[src/rtl/core/cbt_ram.sv]
// cbt_ram: generic single write port, single read port ram, registered read
// no dependencies
module cbt_ram #(
  parameter int WIDTH = 16,
  parameter int DEPTH = 256
) (
  input  logic                                   clk,
  input  logic                                   we,
  input  logic [(DEPTH > 1 ? $clog2(DEPTH) : 1)-1:0] waddr,
  input  logic [WIDTH-1:0]                       wdata,
  input  logic                                   re,
  input  logic [(DEPTH > 1 ? $clog2(DEPTH) : 1)-1:0] raddr,
  output logic [WIDTH-1:0]                       rdata
);

  logic [WIDTH-1:0] mem [DEPTH];

  always_ff @(posedge clk) begin
    if (we) begin
      mem[waddr] <= wdata;
    end
    if (re) begin
      rdata <= mem[raddr];
    end
  end

endmodule

[config.mk]
export PLATFORM = sky130hd
export DESIGN_NAME = cbt_ram
export DESIGN_NICKNAME = d
export VERILOG_FILES = /design/src/rtl/core/cbt_ram.sv
export SDC_FILE = /design/constraint.sdc
export NUM_CORES = 2
export LEC_CHECK = 0
export CORE_MARGIN = 3
export CORE_UTILIZATION = 50
export DETAILED_ROUTE_END_ITERATION = 6
export DONT_BUFFER_PORTS = 1
export HOLD_SLACK_MARGIN = 0.1
export PLACE_DENSITY = 0.64
export SLEW_MARGIN = 20
export SYNTH_ARGS = -nofsm -noshare
export SYNTH_HDL_FRONTEND = slang
export SYNTH_SLANG_ARGS = --single-unit
[constraint.sdc]
create_clock -name clk -period 2.7 [get_ports clk]
set_input_delay 0.54 -clock clk [delete_from_list [all_inputs] [get_ports clk]]
set_output_delay 0.54 -clock clk [all_outputs]
set_load 0.02 [all_outputs]
# [Word-level counts from Yosys, hierarchy flattened]
# Memory sizes are Yosys's and may differ from the RTL's. A register that Yosys moved wholly into a read port is not among the register bits.
# Cells that the tools add are included.
[word_totals] mem_count=1 mem_bits_rw=4096 input_bits=35 wordCells=3 regBits=0
[mem_list] name="mem" words=256 width=16 rd=1 rd_ports_with_merged_regs=1 wr=1 line="16" rtl="logic [WIDTH-1:0] mem [DEPTH];"
[classes] muxes=2
[op_table] op="$mux 1" count=2

# [Longest topological paths before layout]
[logic_depth] ltp_word=2 depth_mapped=12 depth_no_buf=6

# [Worst setup path before layout]
# Ideal clock, no wire load.
[synth_path] path_kind="input-to-reg" start="input port raddr[0] (netlist name)" end="register rdata[4] (read register of mem), data pin" t_required_ns=2.435 path_buffers=3 path_slack_ns=-0.089 stages=8 arrival_time_ns=2.524 path_cell_list="buf_6 > buf_6 > buf_2 > mux4_2 > mux4_2 > a22o_1 > o32ai_2 > nor4_2"
[synth_lines] element="from (decl)" line="12" rtl="input logic [(DEPTH > 1 ? $clog2(DEPTH) : 1)-1:0] raddr,"
[synth_lines] element="to (decl)" line="13" rtl="output logic [WIDTH-1:0] rdata"

==> run metrics <==
Final Critical Period 2770 ps; Detailed Routing Iterations Pass 1 7; GPL Wtd Cong 0.875; num rows 206; Synth cell types 51; synth warn 0; TNS Setup -109 ps; reg2reg setup slack -10 ps; DRC viols 0; Vias/cell 6.44; Critical Path Max Stage Delay 510 ps; Ports 51; CP Buf/Inv Count 7; Max clock buf depth 4; Hold Path Sink mem[84][14]; CP top delay family buffers and inverters; part of the Yosys area used for sequential elements 77.7%; vias 82200; Detailed Route Iter0 Violations 11800; Min Hold Slack -312 ps; Peak supply drop 0.545 mV; vias in the first global route 80000; TritonCTS clock tree built; fmax 362 MHz; startpoint types primary input; CP cell instances buf_16 -> buf_16 -> buf_16 -> buf_4 -> clkbuf_16 -> buf_4 -> mux4_2 -> mux2_2 -> a22oi_1 -> nand2_1 -> o32ai_4 -> buf_4 -> nor4_2; first-pass GRT wire length 608000 µm; average size of a mapped cell 21.6 µm²; RR Startpoint mem[21][11]; Die ar. 0.325 mm²; Min-Delay Path Class primary input to flop; Reg clk slew, reported paths 60 ps; post-synthesis net count 7395; leakage 60.1 nW; endpoints failing hold 176; worst hold start wdata[14]; die width 570 µm; status finished, violations left; largest net degree at the start of global routing 738; Area Growth Syn to Fin 16.9%; Avg WL per Cell 35.4 µm; number of port buffers 0; Seq cells post-synth 4112; crit path DAT 3460 ps; violations in the final reports negative hold slack, negative setup slack; Crit Path Class primary input to flop; H-tree depth 5; initial core utilization 50.4%; post-route cell area 0.186 mm²; skew final 41.6 ps; Die Y 570 µm; final WL 452000 µm; CP Capture Type flop; Total GRT Usage 26.4%; Finish-stage setup viols 6; reg-to-reg endpoint rdata[11]; critical path depth in cells 13; Total Nets Final 8290; Num Clock Sinks 4112; final setup margin -65.3 ps; dpl hpwl 235000 µm; Slew headroom 6.10%; placed cell area 0.169 mm²; pwr/cell area 723 mW/mm²; CP Launch Point raddr[0]; CTS Buf Count 413; worst r2r path cells 7; Crit path required time 3390 ps; Post-Syn Instances 7360; initial antenna violation count 18; Post-DRT Antenna Nets 0; Maximum Capacitance Violations 0; Crit-path slowest cell o32ai_4; hold depth 0; Worst-Skew Late Latency 950 ps; Pins Over Slew Limit 0; layout cells sized above 1 30.0%; clk root buf clkbuf_16; Period Utilization, post-route 102%; unrepaired setup endpoints after global routing yes; Overflow after GRT 0; core area 0.315 mm²; Cell Area, Synth 0.159 mm²; worst-margin pin slew 1410 ps; Max Fanout on Critical Path 127
Yosys cell counts (all sizes together):
cell     count  share of area, %
and3        11             0.043
o32ai       21              0.12
clkbuf     230              0.54
a31oi        6             0.024
or4b         1            0.0063
a2111oi      6             0.033
nand3       35              0.11
nand4       26              0.10
nor3        92              0.29
nand4b       3             0.017
buf        222               1.1
a21o         2            0.0094
a221oi      28              0.15
mux2i      565               3.6
mux2        88              0.62
o21ai       38              0.12
or3b         1            0.0055
a21oi      175              0.55
nor2       304              0.72
or2          5             0.020
o31ai       16             0.076
a211oi      18             0.085
o22ai      148              0.58
edfxtp    4112                78
nand2       38             0.090
nand2b       3             0.012
nor3b        1            0.0047
o221ai     253               1.4
nor4bb       2             0.013
mux4       797                11
or3          2            0.0079
nand3b       1            0.0047
inv          4            0.0094
a22oi       43              0.20
nor4        18             0.075
nor2b        9             0.035
and4         2             0.011
and2         2            0.0079
a22o        32              0.18
state kept, by name (all words and copies together) (netlist names):
| name | flops |
|---|---|
| rdata | 16 |
| mem | 4096 |
area by class of cell:
type / instances / area, µm²
tap: 4160 / 5200
fill: 22300 / 130000
clock buffer: 491 / 10600
timing repair buffer: 932 / 10200
multi-input combinational: 2792 / 33500
inverter: 4 / 27.5
sequential: 4112 / 123000
antenna: 6 / 15.0
clock inverter: 258 / 2630
cell usage in the layout (no fill, tap or decap), types with 94 or more instances in the layout:
| cell | count |
|---|---|
| clkinv_1 | 94 |
| nor2_1 | 211 |
| o22ai_1 | 144 |
| mux2i_1 | 565 |
| buf_4 | 728 |
| edfxtp_1 | 4112 |
| mux4_2 | 797 |
| a21oi_1 | 166 |
| o221ai_1 | 244 |
| clkbuf_16 | 437 |
cell families (layout without fill, tap and decap cells):
logic type	after synthesis	count (layout)	share of synthesized area, %
flops	4112	4112	77.7
compound gates	786	786	3.53
mux	1450	1450	15.5
other cells	0	6	0
simple gates	556	556	1.57
buf+inv	456	1685	1.69
timing repair:
item                                    in CTS  in global routing
resized for setup                           63                 42
pin swaps                                   18                 13
endpoints found under the setup margin      16                 16
cloned                                      30                 23
setup buffers                               12                 49
endpoints found under the hold margin     4131               1807
hold buffers                                 3                 45
metrics by stage:
stage	util (%)	setup WS (ps)	cells	power, mW
after global routing	58.9	-30.4	12800	138
final	58.9	-65.3	12800	134
after detailed placement	53.5	-3110	11800	77.2
after CTS	58.1	-32.3	12600	133
after global placement	53.4	-3310	11800	77.1
after floorplan	-	-5.00	7360	75.3
where the power goes:
part / switching (mW) / internal (mW)
clock: 24.2 / 32.1
sequential: 0.185 / 70.4
combinational: 4.45 / 2.95
routing by layer:
layer	global-route usage, %	vias to the layer above	part of all wire, %
li1	-	33200	-
met1	37.7	43500	38
met2	40.1	4683	46
met3	6.08	791	12
met4	9.57	8	4.3
met5	0	-	0.013
how the worst max path moves through the flow:
stage | end | slack, ps
floorplan | mem[235][0] | -5
global placement | rdata[11] | -3310
detailed placement | rdata[11] | -3110
CTS | rdata[11] | -30
global route | rdata[11] | -30
finish | rdata[11] | -70
Power figures use the tool's default switching activity.
