**config.mk**
```make
export PLATFORM = sky130hd
export DESIGN_NAME = cbt_seq
export DESIGN_NICKNAME = d
export VERILOG_FILES = /design/src/rtl/core/cbt_pkg.sv /design/src/rtl/core/cbt_seq.sv
export SDC_FILE = /design/constraint.sdc
export NUM_CORES = 2
export LEC_CHECK = 0
export ABC_CLOCK_PERIOD_IN_PS = 12300
export BUFFER_PORTS_ARGS = -buffer_cell sky130_fd_sc_hd__buf_2
export CORE_MARGIN = 8
export CORE_UTILIZATION = 50
export CTS_CLUSTER_SIZE = 12
export DETAILED_ROUTE_END_ITERATION = 10
export PLACE_DENSITY = 0.68
export REMOVE_ABC_BUFFERS = 1
export SETUP_SLACK_MARGIN = 0.2
export SLEW_MARGIN = 20
export SYNTH_ARGS = -nofsm -noshare
export SYNTH_HDL_FRONTEND = slang
export SYNTH_SLANG_ARGS = --single-unit
export TNS_END_PERCENT = 1
```
**constraint.sdc**
```tcl
create_clock -name clk -period 12.3 [get_ports clk]
set_clock_uncertainty 0.05 [all_clocks]
set_input_delay 1.845 -clock clk [delete_from_list [all_inputs] [get_ports clk]]
set_output_delay 1.845 -clock clk [all_outputs]
set_load 0.05 [all_outputs]
```
**src/rtl/core/cbt_pkg.sv**
```systemverilog
// cbt_pkg: shared types and constants of the constant fraction timing unit
// used by cbt_seq, cfd_bisection_timing_unit and cbt_checker; no dependencies
package cbt_pkg;

  // command codes carried in tuser
  localparam logic [0:0] CMD_STORE = 1'b0;
  localparam logic [0:0] CMD_QUERY = 1'b1;

  // configuration register indexes
  localparam logic [1:0] REG_FRACTION = 2'd0;
  localparam logic [1:0] REG_COUNT    = 2'd1;

  // fixed point: positions in sample periods with 14 fraction bits
  localparam int FRAC_BITS   = 14;
  localparam int FRAC_ONE    = 16384;
  localparam int HALF_SAMPLE = 8192;
  localparam int WINDOW_LEAD = 5;

  localparam int SAMPLE_W = 16;
  localparam int TIME_W   = 24;

  // query handed from the port side to the sequencer
  typedef struct packed {
    logic [15:0] fraction;
    logic [8:0]  count;
    logic [15:0] peak;
    logic [7:0]  low_bin;
  } query_t;

  // sequencer status back to the port side
  typedef struct packed {
    logic              busy;
    logic              done;
    logic [TIME_W-1:0] pulse_time;
  } seq_status_t;

endpackage

```
**src/rtl/core/cbt_seq.sv**
```systemverilog
// cbt_seq: peak scan and bisection sequencer reading the trace ram
// depends on cbt_pkg; drives the read port of a cbt_ram
module cbt_seq import cbt_pkg::*; #(
  parameter int TRACE_DEPTH = 256
) (
  input  logic                                               clk,
  input  logic                                               rst,
  input  logic                                               start,
  input  query_t                                             query,
  input  logic                                               res_take,
  output seq_status_t                                        status,
  output logic                                               rd_en,
  output logic [(TRACE_DEPTH > 1 ? $clog2(TRACE_DEPTH) : 1)-1:0] rd_addr,
  input  logic [SAMPLE_W-1:0]                                rd_data
);

  localparam int AW = (TRACE_DEPTH > 1) ? $clog2(TRACE_DEPTH) : 1;
  localparam int PW = ((AW > 8) ? AW : 8) + 16;

  localparam logic [3:0] ST_IDLE = 4'd0;
  localparam logic [3:0] ST_SCAN = 4'd1;
  localparam logic [3:0] ST_INIT = 4'd2;
  localparam logic [3:0] ST_CHK  = 4'd3;
  localparam logic [3:0] ST_MID  = 4'd4;
  localparam logic [3:0] ST_RDA  = 4'd5;
  localparam logic [3:0] ST_RDB  = 4'd6;
  localparam logic [3:0] ST_CMP  = 4'd7;
  localparam logic [3:0] ST_DONE = 4'd8;

  logic [3:0] state;
  logic [3:0] state_next;

  query_t qr;
  logic [AW-1:0] nlast;
  logic [AW-1:0] scan_addr;
  logic          issued_all;
  logic          pend;
  logic [AW-1:0] pend_idx;
  logic signed [SAMPLE_W-1:0] best;
  logic [AW-1:0] peak_idx;

  logic signed [PW-1:0] lo;
  logic signed [PW-1:0] hi;
  logic signed [PW-1:0] mid;
  logic [31:0]          thr;
  logic [AW-1:0]        idx_b;
  logic [FRAC_BITS-1:0] frac;
  logic signed [32:0]   prod_a;
  logic signed [32:0]   prod_b;

  // count handling at start
  logic [12:0]   cnt_ext;
  logic [AW-1:0] nlast_in;

  // bisection datapath
  logic signed [PW:0]   diff;
  logic                 step_go;
  logic signed [PW-1:0] mid_in;
  logic signed [PW-1:0] u;
  logic signed [PW-1:0] u_lim;
  logic                 u_low;
  logic                 u_high;
  logic [AW-1:0]        idx_a;
  logic [FRAC_BITS-1:0] frac_in;

  logic signed [16:0]   mul_x;
  logic [14:0]          mul_w;
  logic signed [32:0]   mul_p;
  logic signed [33:0]   sum;
  logic signed [35:0]   sum4;
  logic signed [35:0]   thr_s;
  logic                 above;

  assign cnt_ext = 13'(query.count);

  always_comb begin
    if (query.count == 9'd0) begin
      nlast_in = '0;
    end else if (cnt_ext > 13'(TRACE_DEPTH)) begin
      nlast_in = AW'(TRACE_DEPTH - 1);
    end else begin
      nlast_in = AW'(cnt_ext - 13'd1);
    end
  end

  // loop test and midpoint
  assign diff    = (PW+1)'(hi) - (PW+1)'(lo);
  assign step_go = diff >= 2;
  assign mid_in  = lo + PW'(diff >>> 1);

  // sample index and weight of the midpoint, clamped to the end samples
  assign u       = mid - PW'(HALF_SAMPLE);
  assign u_lim   = $signed(PW'({nlast, {FRAC_BITS{1'b0}}}));
  assign u_low   = u <= 0;
  assign u_high  = u >= u_lim;
  assign frac_in = u[FRAC_BITS-1:0];

  always_comb begin
    if (u_low) begin
      idx_a = '0;
    end else if (u_high) begin
      idx_a = nlast;
    end else begin
      idx_a = u[AW+FRAC_BITS-1:FRAC_BITS];
    end
  end

  // one shared multiplier: negated sample times interpolation weight
  assign mul_x = -$signed({rd_data[SAMPLE_W-1], rd_data});
  assign mul_w = (state == ST_RDA) ? 15'(FRAC_ONE) - {1'b0, frac} : {1'b0, frac};
  assign mul_p = 33'(mul_x) * $signed({18'd0, mul_w});

  assign sum   = 34'(prod_a) + 34'(prod_b);
  assign sum4  = {sum, 2'b00};
  assign thr_s = $signed({4'd0, thr});
  assign above = sum4 > thr_s;

  // read port
  always_comb begin
    rd_en   = 1'b0;
    rd_addr = scan_addr;
    unique case (state)
      ST_SCAN: begin
        rd_en   = !issued_all;
        rd_addr = scan_addr;
      end
      ST_MID: begin
        rd_en   = 1'b1;
        rd_addr = idx_a;
      end
      ST_RDA: begin
        rd_en   = frac != '0;
        rd_addr = idx_b;
      end
      default: begin
        rd_en = 1'b0;
      end
    endcase
  end

  always_comb begin
    state_next = state;
    unique case (state)
      ST_IDLE: if (start) state_next = ST_SCAN;
      ST_SCAN: if (pend && pend_idx == nlast) state_next = ST_INIT;
      ST_INIT: state_next = ST_CHK;
      ST_CHK:  state_next = step_go ? ST_MID : ST_DONE;
      ST_MID:  state_next = ST_RDA;
      ST_RDA:  state_next = ST_RDB;
      ST_RDB:  state_next = ST_CMP;
      ST_CMP:  state_next = ST_CHK;
      ST_DONE: if (res_take) state_next = ST_IDLE;
      default: state_next = ST_IDLE;
    endcase
  end

  always_ff @(posedge clk) begin
    if (rst) begin
      state      <= ST_IDLE;
      pend       <= 1'b0;
      issued_all <= 1'b0;
    end else begin
      state <= state_next;
      unique case (state)
        ST_IDLE: begin
          if (start) begin
            qr         <= query;
            nlast      <= nlast_in;
            scan_addr  <= '0;
            issued_all <= 1'b0;
            pend       <= 1'b0;
            lo         <= (PW'($signed({1'b0, query.low_bin})) - PW'(WINDOW_LEAD))
                          <<< FRAC_BITS;
          end
        end
        ST_SCAN: begin
          // one read issued and one sample compared per cycle
          pend     <= !issued_all;
          pend_idx <= scan_addr;
          if (!issued_all) begin
            scan_addr <= scan_addr + AW'(1);
            if (scan_addr == nlast) begin
              issued_all <= 1'b1;
            end
          end
          if (pend && (pend_idx == '0 || $signed(rd_data) < best)) begin
            best     <= $signed(rd_data);
            peak_idx <= pend_idx;
          end
        end
        ST_INIT: begin
          hi  <= $signed(PW'({peak_idx, {FRAC_BITS{1'b0}}})) + PW'(HALF_SAMPLE);
          thr <= 32'(qr.fraction) * 32'(qr.peak);
        end
        ST_CHK: begin
          mid <= mid_in;
        end
        ST_MID: begin
          frac  <= (u_low || u_high) ? '0 : frac_in;
          idx_b <= idx_a + AW'(1);
        end
        ST_RDA: begin
          prod_a <= mul_p;
        end
        ST_RDB: begin
          prod_b <= (frac == '0) ? '0 : mul_p;
        end
        ST_CMP: begin
          if (above) begin
            hi <= mid;
          end else begin
            lo <= mid;
          end
        end
        default: begin
        end
      endcase
    end
  end

  assign status.busy       = state != ST_IDLE;
  assign status.done       = state == ST_DONE;
  assign status.pulse_time = TIME_W'(lo);

endmodule

```
Word-level counts from Yosys, hierarchy flattened. Index checks and enable logic that the tools add are counted.

Register bits: 278. Input bits: 69. Output and inout port bits: 35. Word-level logic and storage cells: 106.

Add/sub/neg operators: 11. Multiply operators: 2. Order comparisons: 6. Equality and inequality tests: 16. Multiplexer cells: 24. Bitwise operators: 1. Reductions and logical operators: 28.

Operator list (count): case mux 24 bit (2 select lines) (2); two-way mux 24 bit (3); two-way mux 8 bit (5); greater-than comparator 36 x 33 -> 1 bit (1); adder 33 x 33 -> 34 bit (1); multiplier 17 x 16 -> 33 bit (1); multiplier 16 x 16 -> 32 bit (1); case mux 4 bit (8 select lines) (1); case mux 8 bit (2 select lines) (2); greater-or-equal comparator 25 x 3 -> 1 bit (second input constant) (1); subtractor 24 x 24 -> 25 bit (1); adder 24 bit (1); greater-or-equal comparator 24 x 23 -> 1 bit (1); less-or-equal comparator 24 x 1 -> 1 bit (second input constant) (1); subtractor 24 x 15 -> 24 bit (second input constant) (1); adder 22 x 14 -> 23 bit (second input constant) (1); negator 16 -> 17 bit (1); adder 8 x 1 -> 8 bit (second input constant) (2); equality test 4 x 3 -> 1 bit (second input constant) (4); equality test 8 bit (2); < comparator 16 bit (1); two-way mux 4 bit (4); two-way mux 15 bit (1); subtractor 15 x 14 -> 15 bit (first input constant) (1); other kinds (25) (48).

Depth between registers and ports, before layout.
Word-level depth: 5. Depth in mapped cells: 33. Mapped depth without buffers: 31.

Worst setup path after synthesis. Ideal clock, no wire load.

Path kind: input -> register. From: input rd_data[0]. To: register prod_b[30], data pin. Setup time: 0.147 ns. Data arrival time: 8.628 ns. Data required time: 12.103 ns. Setup slack: 3.475 ns. Stages: 28. Cell sequence: inv_1 -> clkbuf_1 -> ha_1 -> clkbuf_1 -> nand3b_1 -> or3_1 -> xor2_1 -> nand2_1 -> fa_1 -> fa_1 -> fa_1 -> inv_1 -> fa_1 -> fa_1 -> inv_1 -> fa_1 -> inv_1 -> ha_1 -> a21o_1 -> a21o_1 -> a21oi_1 -> o21ai_0 -> a21oi_1 -> o211ai_1 -> a21o_1 -> a21bo_2 -> a21o_1 -> a21oi_1.

Longest elaborated chain between the ends: 2.

Ends and longest elaborated chain: start, declared (line cbt_seq.sv:14) `input logic [SAMPLE_W-1:0] rd_data`; negator 16 -> 17 bit (line cbt_seq.sv:109) `assign mul_x = -$signed({rd_data[SAMPLE_W-1], rd_data});`; multiplier 17 x 16 -> 33 bit (line cbt_seq.sv:111) `assign mul_p = 33'(mul_x) * $signed({18'd0, mul_w});`; end signal, assigned (line cbt_seq.sv:206) `prod_b <= (frac == '0) ? '0 : mul_p;`; end, declared (line cbt_seq.sv:49) `logic signed [32:0] prod_b;`.

Every way passes these cells. A chain may end at the register's enable or synchronous reset.

Worst setup path after layout.
From: input rd_data[2]. To: register prod_a[29], data pin.

Longest elaborated chain between the ends: 2.

Ends and longest elaborated chain: negator 16 -> 17 bit (line cbt_seq.sv:109); multiplier 17 x 16 -> 33 bit (line cbt_seq.sv:111); via mul_p[29] (line cbt_seq.sv:68) `logic signed [32:0] mul_p;`; end signal, assigned (line cbt_seq.sv:203) `prod_a <= mul_p;`; end, declared (line cbt_seq.sv:48) `logic signed [32:0] prod_a;`.

The timed path passes the listed nets, and every way through them passes these cells.

==> reports/qor.yml <==
drtAntennaViolNets: 0
yosysWarnings: 0
final-hold-violation-count: 0
layout_commonest_cell: "inv_1"
grt_pass1_vias: 26100
syn_avg_cell_area_um2: 9.71
cp_slowest_stage_delay_ns: 0.78
seq_area_frac_synth_pct: 24.2
required_ns: 12.54
fin_total_pwr_w: 0.00818
clock-sinks: 278
path_class: "primary input to flip-flop"
clk_pin_slew_worst_paths_ns: 0.06
ff_latch_area_um2: 8290
track_usage_pct: 20.4
intPower_w: 0.00461
design_area_um2: 37000
vias: 24600
synthToLayoutAreaGrowth_pct: 8.04
multiInputGateArea_um2: 23200
hold_path_class: "flip-flop to flip-flop"
max_freq_mhz: 103
hpwl_um: 62300
status: "completed"
p_comb_share_pct: 68.2
whs_ns: 0.449
via_per_inst: 5.43
synth_top_area_share_pct: 26.7
clockBufferDepth: 3
synth.area.top_cells: "fa_1 27%, edfxtp_1 24%, ha_1 12%"
cp.arrival_ns: 9.91
wl_per_cell_um: 17.1
timing.slew.headroom_pct: 19.5
cp_top_family: "adder cells"
switching_share_pct: 43.7
grt_remaining_overflow: 0
grt_max_degree: 41
wirelength_um: 77500
drive_gt1_share_pct: 6.14
cts_max_level: 2
die_h_um: 278
clock_power_share_pct: 12.7
coreArea_um2: 68200
nets: 4474
io-pin-count: 104
cts-root-buf: "clkbuf_16"
cp_common_cell: "fa_1"
synth_edf_count: 272
rsz0062_at_grt: "false"
drt_iter0_markers: 1332
most-common-layout-cells: "670 x inv_1, 456 x fa_1, 402 x nand2_1"
post-place-ws_ns: 2.10
worstPathMaxFanout: 10
clock_latency_ns: 0.56
die-area_um2: 77100
ir_drop_v: 0.000304
p_sw_w: 0.00357
tns_ns: 0
postCtsHoldBufs: 0
die_w_um: 278
ys.flop_type: "edfxtp_1"
cts_resized: 0
slowest_stage: "xor2_1"
synth_seq_cells: 278
cts_tree: "built"
placed_area_um2: 35800
p_leak_nw: 17.4
finalSetupViolCount: 0
initial_utilization_pct: 50.2
async_flop_share_pct: 0
finalMaxSlewViolations: 0
syn_inst: 3529
synth.largest_area_cell: "fa_1"
drcViolationCount: 0
fin_crit_ns: 9.67
numCtsBuffers: 36
cp-end-kind: "flip-flop"
gp_routability_congestion: 0.901
yosysUniqueCellTypes: 81
cp-start-kind: "primary input"
grt_pass1_wl_um: 130000
fin_crit_sh_pct: 78.6
fin_ws_ns: 2.63
drt_pass1_iterations: 7
tightest_slew_ns: 1.20
antenna_found_initial: 2
fillerInstances: 6119
synth_area_um2: 34200
sequentialPowerShare_pct: 19.1
postCtsSetupBuffers: 0
rows: 96
power_density_nw_per_um2: 221
io_buffers: 103
crit_buf_inv: 4
max_cap_violations: 0
## power groups by stage
stage	clock, W	sequential (W)	combinational, W
final	0.00104	0.00156	0.00558
after global routing	0.00110	0.00157	0.00642
after floorplan	0	0.00157	0.00449
after detailed placement	0	0.00158	0.00561
after CTS	0.00106	0.00156	0.00566
after global placement	0	0.00158	0.00550
## metal layers
| layer | GRT usage [%] | share of wire (%) | wire, um | up-vias |
|---|---|---|---|---|
| met5 | 0 | 0.052 | 40 | - |
| met4 | 8.44 | 4.2 | 3260 | 6 |
| met3 | 3.22 | 5.3 | 4070 | 184 |
| met2 | 35.5 | 50 | 38600 | 652 |
| met1 | 25.2 | 41 | 31500 | 12100 |
| li1 | - | - | - | 11600 |
## worst paths after layout
check	slack, ns	depth (start not counted)	start	endpoint
max reg2reg	3.48	24	frac[0]	prod_a[29]
min	0.45	2	issued_all	issued_all
max	2.63	26	rd_data[2]	prod_a[29]
min reg2reg	0.45	2	issued_all	issued_all
## per-stage QoR
step / utilization (%) / instances
2_1_floorplan: - / 3451
3_3_place_gp: 52.5 / 4464
6_report: 54.2 / 4529
4_1_cts: 54.2 / 4528
3_5_place_dp: 52.5 / 4464
5_1_grt: 54.2 / 4528
## worst min-delay path: stages (launching register included)
cell and delay [ns]:
dfxtp_1 0.33, a21oi_1 0.06, nor2_1 0.07
## registers in the layout, summed over array words and instances, names as in the netlist, 4 cells and up
register	flops
scan_addr	8
lo	24
state	4
thr	32
prod_b	33
mid	24
peak_idx	8
qr	32
pend_idx	8
idx_b	8
prod_a	33
best	16
frac	14
nlast	8
hi	24
## synth_stat cells (all sizes together) (6+ instances only)
master and instances:
a211oi 17, a21boi 7, a21o 84, a21oi 157, a221o 6, a31o 6, a31oi 17, and2 139
and3 12, buf 7, clkbuf 71, dfxtp 6, edfxtp 272, fa 456, ha 329, inv 670
nand2 402, nand2b 35, nand3 45, nand3b 8, nand4 22, nor2 199, nor2b 47, nor3 46
nor4 23, o211ai 10, o21a 9, o21ai 83, o21bai 23, o31ai 8, or2 6, or3 8
or4 7, xnor2 148, xor2 75
## final cells by class
type	count	share of cell area [%]
clock buffers	46	2.56
well taps	882	2.98
clock inverters	18	0.521
inverters	671	6.81
diodes	1	0.00676
flip-flops and latches	278	22.4
repair buffers	131	1.96
multi-input cells	2502	62.8
## kinds of logic after synthesis
| family | Yosys count | synth area share [%] |
|---|---|---|
| AO/OA/AOI/OAI | 473 | 8.96 |
| flip-flops | 278 | 24.2 |
| buffers and inverters | 749 | 8.24 |
| multiplexers | 4 | 0.117 |
| AND/OR/NAND/NOR | 1017 | 14.1 |
| adder cells (fa/ha/maj) | 785 | 38.7 |
| XOR/XNOR | 223 | 5.70 |
(Power assumes the default switching activity.)
